===== src/rtl/core/sfdb_pkg.sv =====
// types, codes and helpers shared by the sensor fetch sequencer core
// no dependencies

package sfdb_pkg;

	localparam int ACCEL_POINT_LIMIT = 32;
	localparam int GYRO_POINT_LIMIT  = 32;

	// operation codes of an input request
	localparam logic [1:0] OP_TICK    = 2'd0;
	localparam logic [1:0] OP_DONE    = 2'd1;
	localparam logic [1:0] OP_ACQUIRE = 2'd2;
	localparam logic [1:0] OP_RELEASE = 2'd3;

	// configuration register indexes
	localparam logic [1:0] CFG_ACCEL = 2'd0;
	localparam logic [1:0] CFG_GYRO  = 2'd1;
	localparam logic [1:0] CFG_AUX   = 2'd2;

	localparam logic [6:0] ACCEL_DEV_RST = 7'h1D;
	localparam logic [6:0] GYRO_DEV_RST  = 7'h6B;
	localparam logic [6:0] AUX_DEV_RST   = 7'h1E;

	// device register addresses
	localparam logic [7:0] REG_FIFO_SRC  = 8'h2F;
	localparam logic [7:0] REG_OUT_AUTO  = 8'hA8;
	localparam logic [7:0] REG_MAG_AUTO  = 8'h88;
	localparam logic [7:0] REG_AUX_OUT   = 8'h28;
	localparam logic [7:0] FIFO_OVR_MASK = 8'h40;
	localparam logic [7:0] FIFO_CNT_MASK = 8'h1F;
	localparam logic [7:0] MAG_BYTES     = 8'd6;

	typedef enum logic [2:0] {
		SLOT_STALE    = 3'd0,
		SLOT_FRESH    = 3'd1,
		SLOT_FRESHEST = 3'd2,
		SLOT_READING  = 3'd3,
		SLOT_WRITING  = 3'd4
	} slot_t;

	typedef enum logic [2:0] {
		PH_ACCEL_CNT = 3'd0,
		PH_ACCEL_DAT = 3'd1,
		PH_GYRO_CNT  = 3'd2,
		PH_GYRO_DAT  = 3'd3,
		PH_MAG       = 3'd4,
		PH_AUX_CNT   = 3'd5,
		PH_AUX_DAT   = 3'd6,
		PH_FINISH    = 3'd7
	} phase_t;

	typedef struct packed {
		logic [6:0] accel_dev;
		logic [6:0] gyro_dev;
		logic [6:0] aux_dev;
	} cfg_t;

	typedef struct packed {
		logic timeout;
		logic bus_err;
		logic fifo_ovr;
		logic buf_ovr;
	} flags_t;

	typedef struct packed {
		slot_t [1:0] slot;
		logic        fill_slot;
		logic        fetch_idle;
		logic        last_ok;
		phase_t      phase;
		flags_t      flags;
	} seq_state_t;

	typedef struct packed {
		logic       request_valid;
		logic [6:0] request_device;
		logic [7:0] request_register;
		logic [7:0] request_bytes;
		logic       target_slot;
		logic       acquire_granted;
		logic       acquire_slot;
		logic       frame_complete;
		flags_t     flags;
	} seq_result_t;

	// masked, capped sample count times six bytes
	function automatic logic [7:0] sample_bytes(input logic [7:0] status, input int limit);
		logic [5:0] n;
		logic [5:0] lim;
		n   = {1'b0, status[4:0] & FIFO_CNT_MASK[4:0]};
		lim = 6'(limit);
		if (n > lim)
			n = lim;
		return 8'(n) * MAG_BYTES;
	endfunction

endpackage


===== src/rtl/core/sfdb_step.sv =====
// next-state and result logic for one request of the fetch sequencer
// depends on sfdb_pkg

module sfdb_step import sfdb_pkg::*; (
	input  seq_state_t  cur,
	input  cfg_t        cfg,
	input  logic [1:0]  operation,
	input  logic        transfer_ok,
	input  logic [7:0]  fifo_status,
	output seq_state_t  nxt,
	output seq_result_t res
);

	always_comb begin
		seq_state_t s;
		seq_result_t r;
		logic go;
		s = cur;
		r = '0;
		go = 1'b1;
		case (operation)
			OP_TICK: begin
				if (!s.fetch_idle) begin
					if (s.last_ok) begin
						s.flags.timeout = 1'b1;
						go = 1'b0;
					end else begin
						// abandoned slot after a bus error goes back to stale
						s.flags.bus_err = 1'b1;
						if (s.slot[s.fill_slot] == SLOT_WRITING)
							s.slot[s.fill_slot] = SLOT_STALE;
						s.fetch_idle = 1'b1;
					end
				end
				if (go) begin
					if (s.slot[0] == SLOT_STALE) begin
						s.fill_slot = 1'b0;
					end else if (s.slot[1] == SLOT_STALE) begin
						s.fill_slot = 1'b1;
					end else begin
						s.flags.buf_ovr = 1'b1;
						go = 1'b0;
					end
				end
				if (go) begin
					s.slot[s.fill_slot] = SLOT_WRITING;
					s.fetch_idle = 1'b0;
					s.last_ok = 1'b1;
					s.phase = PH_ACCEL_CNT;
					r.request_valid = 1'b1;
					r.request_device = cfg.accel_dev;
					r.request_register = REG_FIFO_SRC;
					r.request_bytes = 8'd1;
				end
			end
			OP_DONE: begin
				if (!s.fetch_idle) begin
					s.last_ok = transfer_ok;
					if (transfer_ok) begin
						case (s.phase)
							PH_ACCEL_CNT, PH_GYRO_CNT, PH_AUX_CNT: begin
								if ((fifo_status & FIFO_OVR_MASK) != '0)
									s.flags.fifo_ovr = 1'b1;
							end
							default: ;
						endcase
						case (s.phase)
							PH_ACCEL_CNT: begin
								r.request_valid = 1'b1;
								r.request_device = cfg.accel_dev;
								r.request_register = REG_OUT_AUTO;
								r.request_bytes = sample_bytes(fifo_status, ACCEL_POINT_LIMIT);
								s.phase = PH_ACCEL_DAT;
							end
							PH_ACCEL_DAT: begin
								r.request_valid = 1'b1;
								r.request_device = cfg.gyro_dev;
								r.request_register = REG_FIFO_SRC;
								r.request_bytes = 8'd1;
								s.phase = PH_GYRO_CNT;
							end
							PH_GYRO_CNT: begin
								r.request_valid = 1'b1;
								r.request_device = cfg.gyro_dev;
								r.request_register = REG_OUT_AUTO;
								r.request_bytes = sample_bytes(fifo_status, GYRO_POINT_LIMIT);
								s.phase = PH_GYRO_DAT;
							end
							PH_GYRO_DAT: begin
								r.request_valid = 1'b1;
								r.request_device = cfg.accel_dev;
								r.request_register = REG_MAG_AUTO;
								r.request_bytes = MAG_BYTES;
								s.phase = PH_MAG;
							end
							PH_MAG: begin
								r.request_valid = 1'b1;
								r.request_device = cfg.aux_dev;
								r.request_register = REG_FIFO_SRC;
								r.request_bytes = 8'd1;
								s.phase = PH_AUX_CNT;
							end
							PH_AUX_CNT: begin
								r.request_valid = 1'b1;
								r.request_device = cfg.aux_dev;
								r.request_register = REG_AUX_OUT;
								r.request_bytes = sample_bytes(fifo_status, ACCEL_POINT_LIMIT);
								s.phase = PH_AUX_DAT;
							end
							PH_AUX_DAT: begin
								s.phase = PH_FINISH;
								if (s.slot[0] == SLOT_FRESH || s.slot[1] == SLOT_FRESH)
									s.slot[s.fill_slot] = SLOT_FRESHEST;
								else
									s.slot[s.fill_slot] = SLOT_FRESH;
								s.fetch_idle = 1'b1;
								r.frame_complete = 1'b1;
							end
							default: ;
						endcase
					end
				end
			end
			OP_ACQUIRE: begin
				r.acquire_granted = 1'b1;
				if (s.slot[0] == SLOT_FRESHEST)
					r.acquire_slot = 1'b0;
				else if (s.slot[1] == SLOT_FRESHEST)
					r.acquire_slot = 1'b1;
				else if (s.slot[0] == SLOT_FRESH)
					r.acquire_slot = 1'b0;
				else if (s.slot[1] == SLOT_FRESH)
					r.acquire_slot = 1'b1;
				else
					r.acquire_granted = 1'b0;
				if (r.acquire_granted)
					s.slot[r.acquire_slot] = SLOT_READING;
			end
			default: begin
				if (s.slot[0] == SLOT_READING)
					s.slot[0] = SLOT_STALE;
				if (s.slot[1] == SLOT_READING)
					s.slot[1] = SLOT_STALE;
			end
		endcase
		if (r.request_valid)
			r.target_slot = s.fill_slot;
		r.flags = s.flags;
		nxt = s;
		res = r;
	end

endmodule


===== src/rtl/core/sensor_fetch_double_buffer_sequencer_core.sv =====
// top level of the sensor fetch sequencer: input stage, sequencer state, result stage
// depends on sfdb_pkg and sfdb_step
//
//  channel   direction  handshake            payload
//  in        to core    in_valid / in_stall  operation, transfer_ok, fifo_status
//  out       from core  out_valid/out_stall  request_*, target_slot, acquire_*, flags
//  cfg       to core    cfg_we               cfg_index, cfg_data
//
// one request per cycle sustained while out_stall is low; an accepted request is held in the input
// register, then loaded into the result register, from which it leaves
// reset sets both slots to stale, clears the phase and the flags, and loads the default device addresses
// out_stall holds the result register; the input register then fills and in_stall rises
// the sequencer state changes only when a request moves into the result register

module sensor_fetch_double_buffer_sequencer_core import sfdb_pkg::*; (
	input  logic       clk,
	input  logic       arst_n,
	input  logic       cfg_we,
	input  logic [1:0] cfg_index,
	input  logic [6:0] cfg_data,
	input  logic       in_valid,
	output logic       in_stall,
	input  logic [1:0] operation,
	input  logic       transfer_ok,
	input  logic [7:0] fifo_status,
	output logic       out_valid,
	input  logic       out_stall,
	output logic       request_valid,
	output logic [6:0] request_device,
	output logic [7:0] request_register,
	output logic [7:0] request_bytes,
	output logic       target_slot,
	output logic       acquire_granted,
	output logic       acquire_slot,
	output logic       frame_complete,
	output logic       buffer_overrun_flag,
	output logic       fifo_overrun_flag,
	output logic       bus_error_flag,
	output logic       bus_timeout_flag
);

	cfg_t        cfg_q;
	seq_state_t  state_q;
	seq_state_t  state_nxt;
	seq_result_t res_nxt;
	seq_result_t res_s2;
	logic        valid_s1;
	logic        valid_s2;
	logic [1:0]  op_s1;
	logic        ok_s1;
	logic [7:0]  status_s1;
	logic        advance;
	logic        in_take;

	assign advance  = valid_s1 && (!valid_s2 || !out_stall);
	assign in_stall = valid_s1 && !advance;
	assign in_take  = in_valid && !in_stall;

	always_ff @(posedge clk or negedge arst_n) begin
		if (!arst_n) begin
			cfg_q <= '{accel_dev: ACCEL_DEV_RST, gyro_dev: GYRO_DEV_RST, aux_dev: AUX_DEV_RST};
		end else if (cfg_we) begin
			case (cfg_index)
				CFG_ACCEL: cfg_q.accel_dev <= cfg_data;
				CFG_GYRO:  cfg_q.gyro_dev  <= cfg_data;
				CFG_AUX:   cfg_q.aux_dev   <= cfg_data;
				default: ;
			endcase
		end
	end

	// input register
	always_ff @(posedge clk or negedge arst_n) begin
		if (!arst_n) begin
			valid_s1 <= 1'b0;
		end else if (in_take) begin
			valid_s1 <= 1'b1;
		end else if (advance) begin
			valid_s1 <= 1'b0;
		end
	end

	always_ff @(posedge clk) begin
		if (in_take) begin
			op_s1     <= operation;
			ok_s1     <= transfer_ok;
			status_s1 <= fifo_status;
		end
	end

	sfdb_step u_step (
		.cur         (state_q),
		.cfg         (cfg_q),
		.operation   (op_s1),
		.transfer_ok (ok_s1),
		.fifo_status (status_s1),
		.nxt         (state_nxt),
		.res         (res_nxt)
	);

	always_ff @(posedge clk or negedge arst_n) begin
		if (!arst_n) begin
			state_q <= '{slot: '{SLOT_STALE, SLOT_STALE}, fill_slot: 1'b0, fetch_idle: 1'b1,
				last_ok: 1'b1, phase: PH_ACCEL_CNT, flags: '0};
		end else if (advance) begin
			state_q <= state_nxt;
		end
	end

	// result register
	always_ff @(posedge clk or negedge arst_n) begin
		if (!arst_n) begin
			valid_s2 <= 1'b0;
		end else if (advance) begin
			valid_s2 <= 1'b1;
		end else if (!out_stall) begin
			valid_s2 <= 1'b0;
		end
	end

	always_ff @(posedge clk) begin
		if (advance)
			res_s2 <= res_nxt;
	end

	assign out_valid           = valid_s2;
	assign request_valid       = res_s2.request_valid;
	assign request_device      = res_s2.request_device;
	assign request_register    = res_s2.request_register;
	assign request_bytes       = res_s2.request_bytes;
	assign target_slot         = res_s2.target_slot;
	assign acquire_granted     = res_s2.acquire_granted;
	assign acquire_slot        = res_s2.acquire_slot;
	assign frame_complete      = res_s2.frame_complete;
	assign buffer_overrun_flag = res_s2.flags.buf_ovr;
	assign fifo_overrun_flag   = res_s2.flags.fifo_ovr;
	assign bus_error_flag      = res_s2.flags.bus_err;
	assign bus_timeout_flag    = res_s2.flags.timeout;

	// at most one slot is being filled
	a_one_writer: assert property (@(posedge clk) disable iff (!arst_n)
		!(state_q.slot[0] == SLOT_WRITING && state_q.slot[1] == SLOT_WRITING))
		else $error("both slots in writing");

	// a running fetch always owns its fill slot
	a_fill_owned: assert property (@(posedge clk) disable iff (!arst_n)
		!state_q.fetch_idle |-> state_q.slot[state_q.fill_slot] == SLOT_WRITING)
		else $error("running fetch without a writing slot");

	// sticky flags never clear outside reset
	a_sticky: assert property (@(posedge clk) disable iff (!arst_n)
		($past(state_q.flags) & ~state_q.flags) == '0)
		else $error("sticky flag cleared");

	// a finished frame never carries a bus request
	a_finish_quiet: assert property (@(posedge clk) disable iff (!arst_n)
		valid_s2 && res_s2.frame_complete |-> !res_s2.request_valid)
		else $error("request issued on frame completion");

endmodule


===== config.mk =====
export PLATFORM = sky130hd
export DESIGN_NAME = sensor_fetch_double_buffer_sequencer_core
export DESIGN_NICKNAME = d
export VERILOG_FILES = /design/src/rtl/core/sfdb_pkg.sv /design/src/rtl/core/sfdb_step.sv /design/src/rtl/core/sensor_fetch_double_buffer_sequencer_core.sv
export SDC_FILE = /design/constraint.sdc
export NUM_CORES = 1
export LEC_CHECK = 0
export ABC_AREA = 1
export BUFFER_PORTS_ARGS = -buffer_cell sky130_fd_sc_hd__clkbuf_2
export CORE_UTILIZATION = 56
export CTS_CLUSTER_SIZE = 8
export DETAILED_ROUTE_END_ITERATION = 10
export GPL_ROUTABILITY_DRIVEN = 0
export PLACE_DENSITY = 0.82
export SYNTH_ARGS = -nofsm -noshare
export SYNTH_HDL_FRONTEND = slang
export SYNTH_SLANG_ARGS = --single-unit

===== constraint.sdc =====
create_clock -name clk -period 2.3 [get_ports clk]
set_input_delay 0.115 -clock clk [delete_from_list [all_inputs] [get_ports clk]]
set_output_delay 0.115 -clock clk [all_outputs]
set_load 0.01 [all_outputs]

==> metrics.md <==
| Metric | Value |
|---|---|
| Cell count after synthesis | `410` |
| Critical Path Stages | `9` |
| Detailed Route Iter0 Violations | `159` |
| Slew Viols, Final | `0` |
| Seq pwr share | `0.454` |
| Top-area cell type share of the netlist area | `0.284` |
| Post-Synthesis Cell Area | `3700 µm²` |
| Initial antenna violation count | `0` |
| Max-cap violations | `0` |
| Yosys warning count | `0` |
| Die Area | `6930 µm²` |
| Post-route cell area | `4400 µm²` |
| Worst slew pin tran | `0.960 ns` |
| Post-synth EDFFs | `35` |
| FF-to-FF setup slack | `0.32 ns` |
| H-tree levels | `3` |
| Worst EP arrival | `2.18 ns` |
| Wire length of the first global-routing pass | `12500 µm` |
| Slowest library cell on the worst path | `dfrtp_1` |
| CP Cell Sequence | `inv_1, ha_1, nand2_2, nor3b_2, nand2_1, nand2_2, o21ai_4, nand2_1, o21ai_1` |
| Status | `complete, no violations` |
| Mean post-synth cell area | `9.02 µm²` |
| Clk pin slew, worst setup/hold paths | `0.09 ns` |
| Pint | `2.61 mW` |
| WL/cell | `13.2 µm` |
| Setup violators final | `0` |
| Dpl cell area | `4020 µm²` |
| Final Skew | `0.00903 ns` |
| Sequential area share after synthesis | `0.553` |
| Maximum vdd ir drop | `511 µV` |
| Num rows | `29` |
| Async SR Flop Fraction | `0.527` |
| Number of setup buffers added after CTS | `0` |
| CP delay by family, top | `simple AND/OR/NAND/NOR gates` |
| CTS-repair resized insts | `0` |
| Total grt overflow | `0` |
| Largest fanout on the critical path | `12` |
| Die height | `83.3 µm` |
| I/O pin cnt | `59` |
| Final Hold Fails | `0` |
| FF+latch count, synth | `74` |
| Clk network pwr share | `0.259` |
| Setup crit start | `state_q[4]` |
| Leak Pwr | `2.10 nW` |
| Power per cell area | `931 nW/µm²` |
| Vias | `3034` |
| Layout cell share with drive strength beyond 1 | `0.227` |
| Number of diodes | `0` |
| # nets final | `519` |
| Final wirelength | `7440 µm` |
| # clock sinks | `74` |
| Hold_buf cts | `17` |
| Yosys top cell by area | `edfxtp_1` |
| Number of global-route vias before repair | `2816` |
| Vias/cell | `5.36` |
| Worst r2r src | `state_q[4]` |
| Switching Share | `0.363` |
| Worst slew margin | `0.360` |
| Core area | `6350 µm²` |
| Min cycle time layout | `1.98 ns` |
| Setup TNS | `0 ns` |
| Drt drc | `0` |
| Startpoint type of the worst setup path | `flip-flop` |
| Critical Path RT | `2.51 ns` |
| Largest net degree at the start of global routing | `40` |
| Post-synth top cells | `nand2_1 (103), inv_1 (56), o21ai_0 (38), edfxtp_1 (35)` |
| Global Route Usage Sum | `0.230` |
| Post-synthesis cell type count | `37` |
| Top cells by area, synth | `edfxtp_1 (28%), dfrtp_1 (16%), dfstp_2 (11%), nand2_1 (10%), inv_1 (5.7%)` |
| TritonCTS Buffers | `9` |
| FMAX | `0.506 GHz` |
| Clock latency on the worst-skew pair | `0.36 ns` |
| Clk root buf | `clkbuf_8` |
| Critical path class | `reg2reg` |
| Period utilization | `0.859` |
| Worst reg-to-reg path cell count | `9` |
| IO buf count | `54` |
| Reg-to-reg endpoint | `request_device[4]` |
| Unrepaired setup endpoints after global routing | `no` |
| CP bufs+invs | `1` |
| Clock Path Buffers | `2` |
| CTS tree | `done` |
| Starting Density | `0.582` |
| Comb pwr share | `0.288` |
| Worst Hold Class | `in2reg` |
| Worst Setup EP | `request_device[4]` |
| Main flop type after synthesis | `edfxtp_1` |
| Count leader, synth | `nand2_1` |
| Detailed placement HPWL | `5150 µm` |
| CP Capture Type | `flip-flop` |
| P_sw | `1.48 mW` |
| Post-route ant nets | `0` |
| Critical Path Max Stage Delay | `0.43 ns` |
| Layout area overhead | `18.9%` |
| Pre-Repair DR Iteration Count | `5` |
| Die W | `83.3 µm` |
registers in the layout, summed over array words and instances, names as in the netlist, 2 cells and up:
register          count
cfg_q                21
op_s1                 2
request_bytes         8
request_device        7
request_register      3
state_q              16
status_s1             6
routing by layer:
metal / wire length [µm] / track usage / vias up
li1: - / - / 1488
met2: 3490 / 0.370 / 110
met5: 0 / 0 / -
met1: 3410 / 0.300 / 1420
met3: 400 / 0.0427 / 16
met4: 144 / 0.114 / 0
layout make-up:
class | instances | area [µm²]
multi-input cells | 265 | 1360
inverters | 59 | 223
repair buffers | 75 | 470
fillers | 460 | 1950
flip-flops and latches | 74 | 2050
clock inverters | 7 | 82.6
clock buffers | 9 | 124
well taps | 77 | 96.3
layout by cell type, fill, tap and decap left out, types with 15 or more instances in the layout:
| cell | instances |
|---|---|
| nand2_1 | 103 |
| nor2_1 | 24 |
| inv_1 | 56 |
| a21oi_1 | 18 |
| edfxtp_1 | 35 |
| dlygate4sd3_1 | 17 |
| dfrtp_1 | 24 |
| clkbuf_2 | 54 |
| nand3_1 | 19 |
| dfstp_2 | 15 |
| o21ai_0 | 38 |
power by group through the flow:
| stage | clock network [mW] | registers, mW | logic [mW] |
|---|---|---|---|
| 3_3_place_gp | 0 | 1.87 | 1.11 |
| 6_report | 1.06 | 1.86 | 1.18 |
| 4_1_cts | 1.08 | 1.85 | 1.17 |
| 2_1_floorplan | 0 | 1.86 | 0.851 |
| 3_5_place_dp | 0 | 1.87 | 1.14 |
| 5_1_grt | 1.12 | 1.89 | 1.33 |
kinds of logic after synthesis:
group / after synthesis / share of synthesized area
AND/OR/NAND/NOR: 171 / 0.205
adder cells (fa/ha/maj): 10 / 0.0359
other: 1 / 0.00101
XOR/XNOR: 2 / 0.00474
buffers and inverters: 72 / 0.0815
flip-flops: 74 / 0.553
AO/OA/AOI/OAI: 80 / 0.119
worst reg2reg max path, stage by stage, from the launching register on:
cell	delay [ns]
dfrtp_1	0.43
inv_1	0.09
ha_1	0.21
nand2_2	0.10
nor3b_2	0.17
nand2_1	0.10
nand2_2	0.21
o21ai_4	0.34
nand2_1	0.10
o21ai_1	0.10
metrics by stage:
stage / total power, mW / utilization / instances / setup WS, ns / hold WS [ns]
4_1_cts: 4.09 / 0.692 / 566 / 0.354 / 0.00233
2_1_floorplan: 2.71 / - / 411 / 0.324 / -0.181
3_3_place_gp: 2.97 / 0.633 / 533 / 0.463 / 0.292
5_1_grt: 4.34 / 0.692 / 566 / 0.223 / 0.0343
6_report: 4.09 / 0.692 / 566 / 0.325 / 0.00998
3_5_place_dp: 3.01 / 0.633 / 533 / 0.375 / 0.294
worst min path at each step:
stage | endpoint | from | cells after the start | slack [ns]
6_report | cfg_q[1] | cfg_data[1] | 3 | 0.01
5_1_grt | cfg_q[1] | cfg_data[1] | 3 | 0.03
4_1_cts | cfg_q[1] | cfg_data[1] | 3 | 0.002
3_5_place_dp | status_s1[2] | fifo_status[2] | 1 | 0.29
3_3_place_gp | status_s1[0] | fifo_status[0] | 1 | 0.29
2_1_floorplan | cfg_q[0] | arst_n | 0 | -0.18
Power figures use the tool's default switching activity.
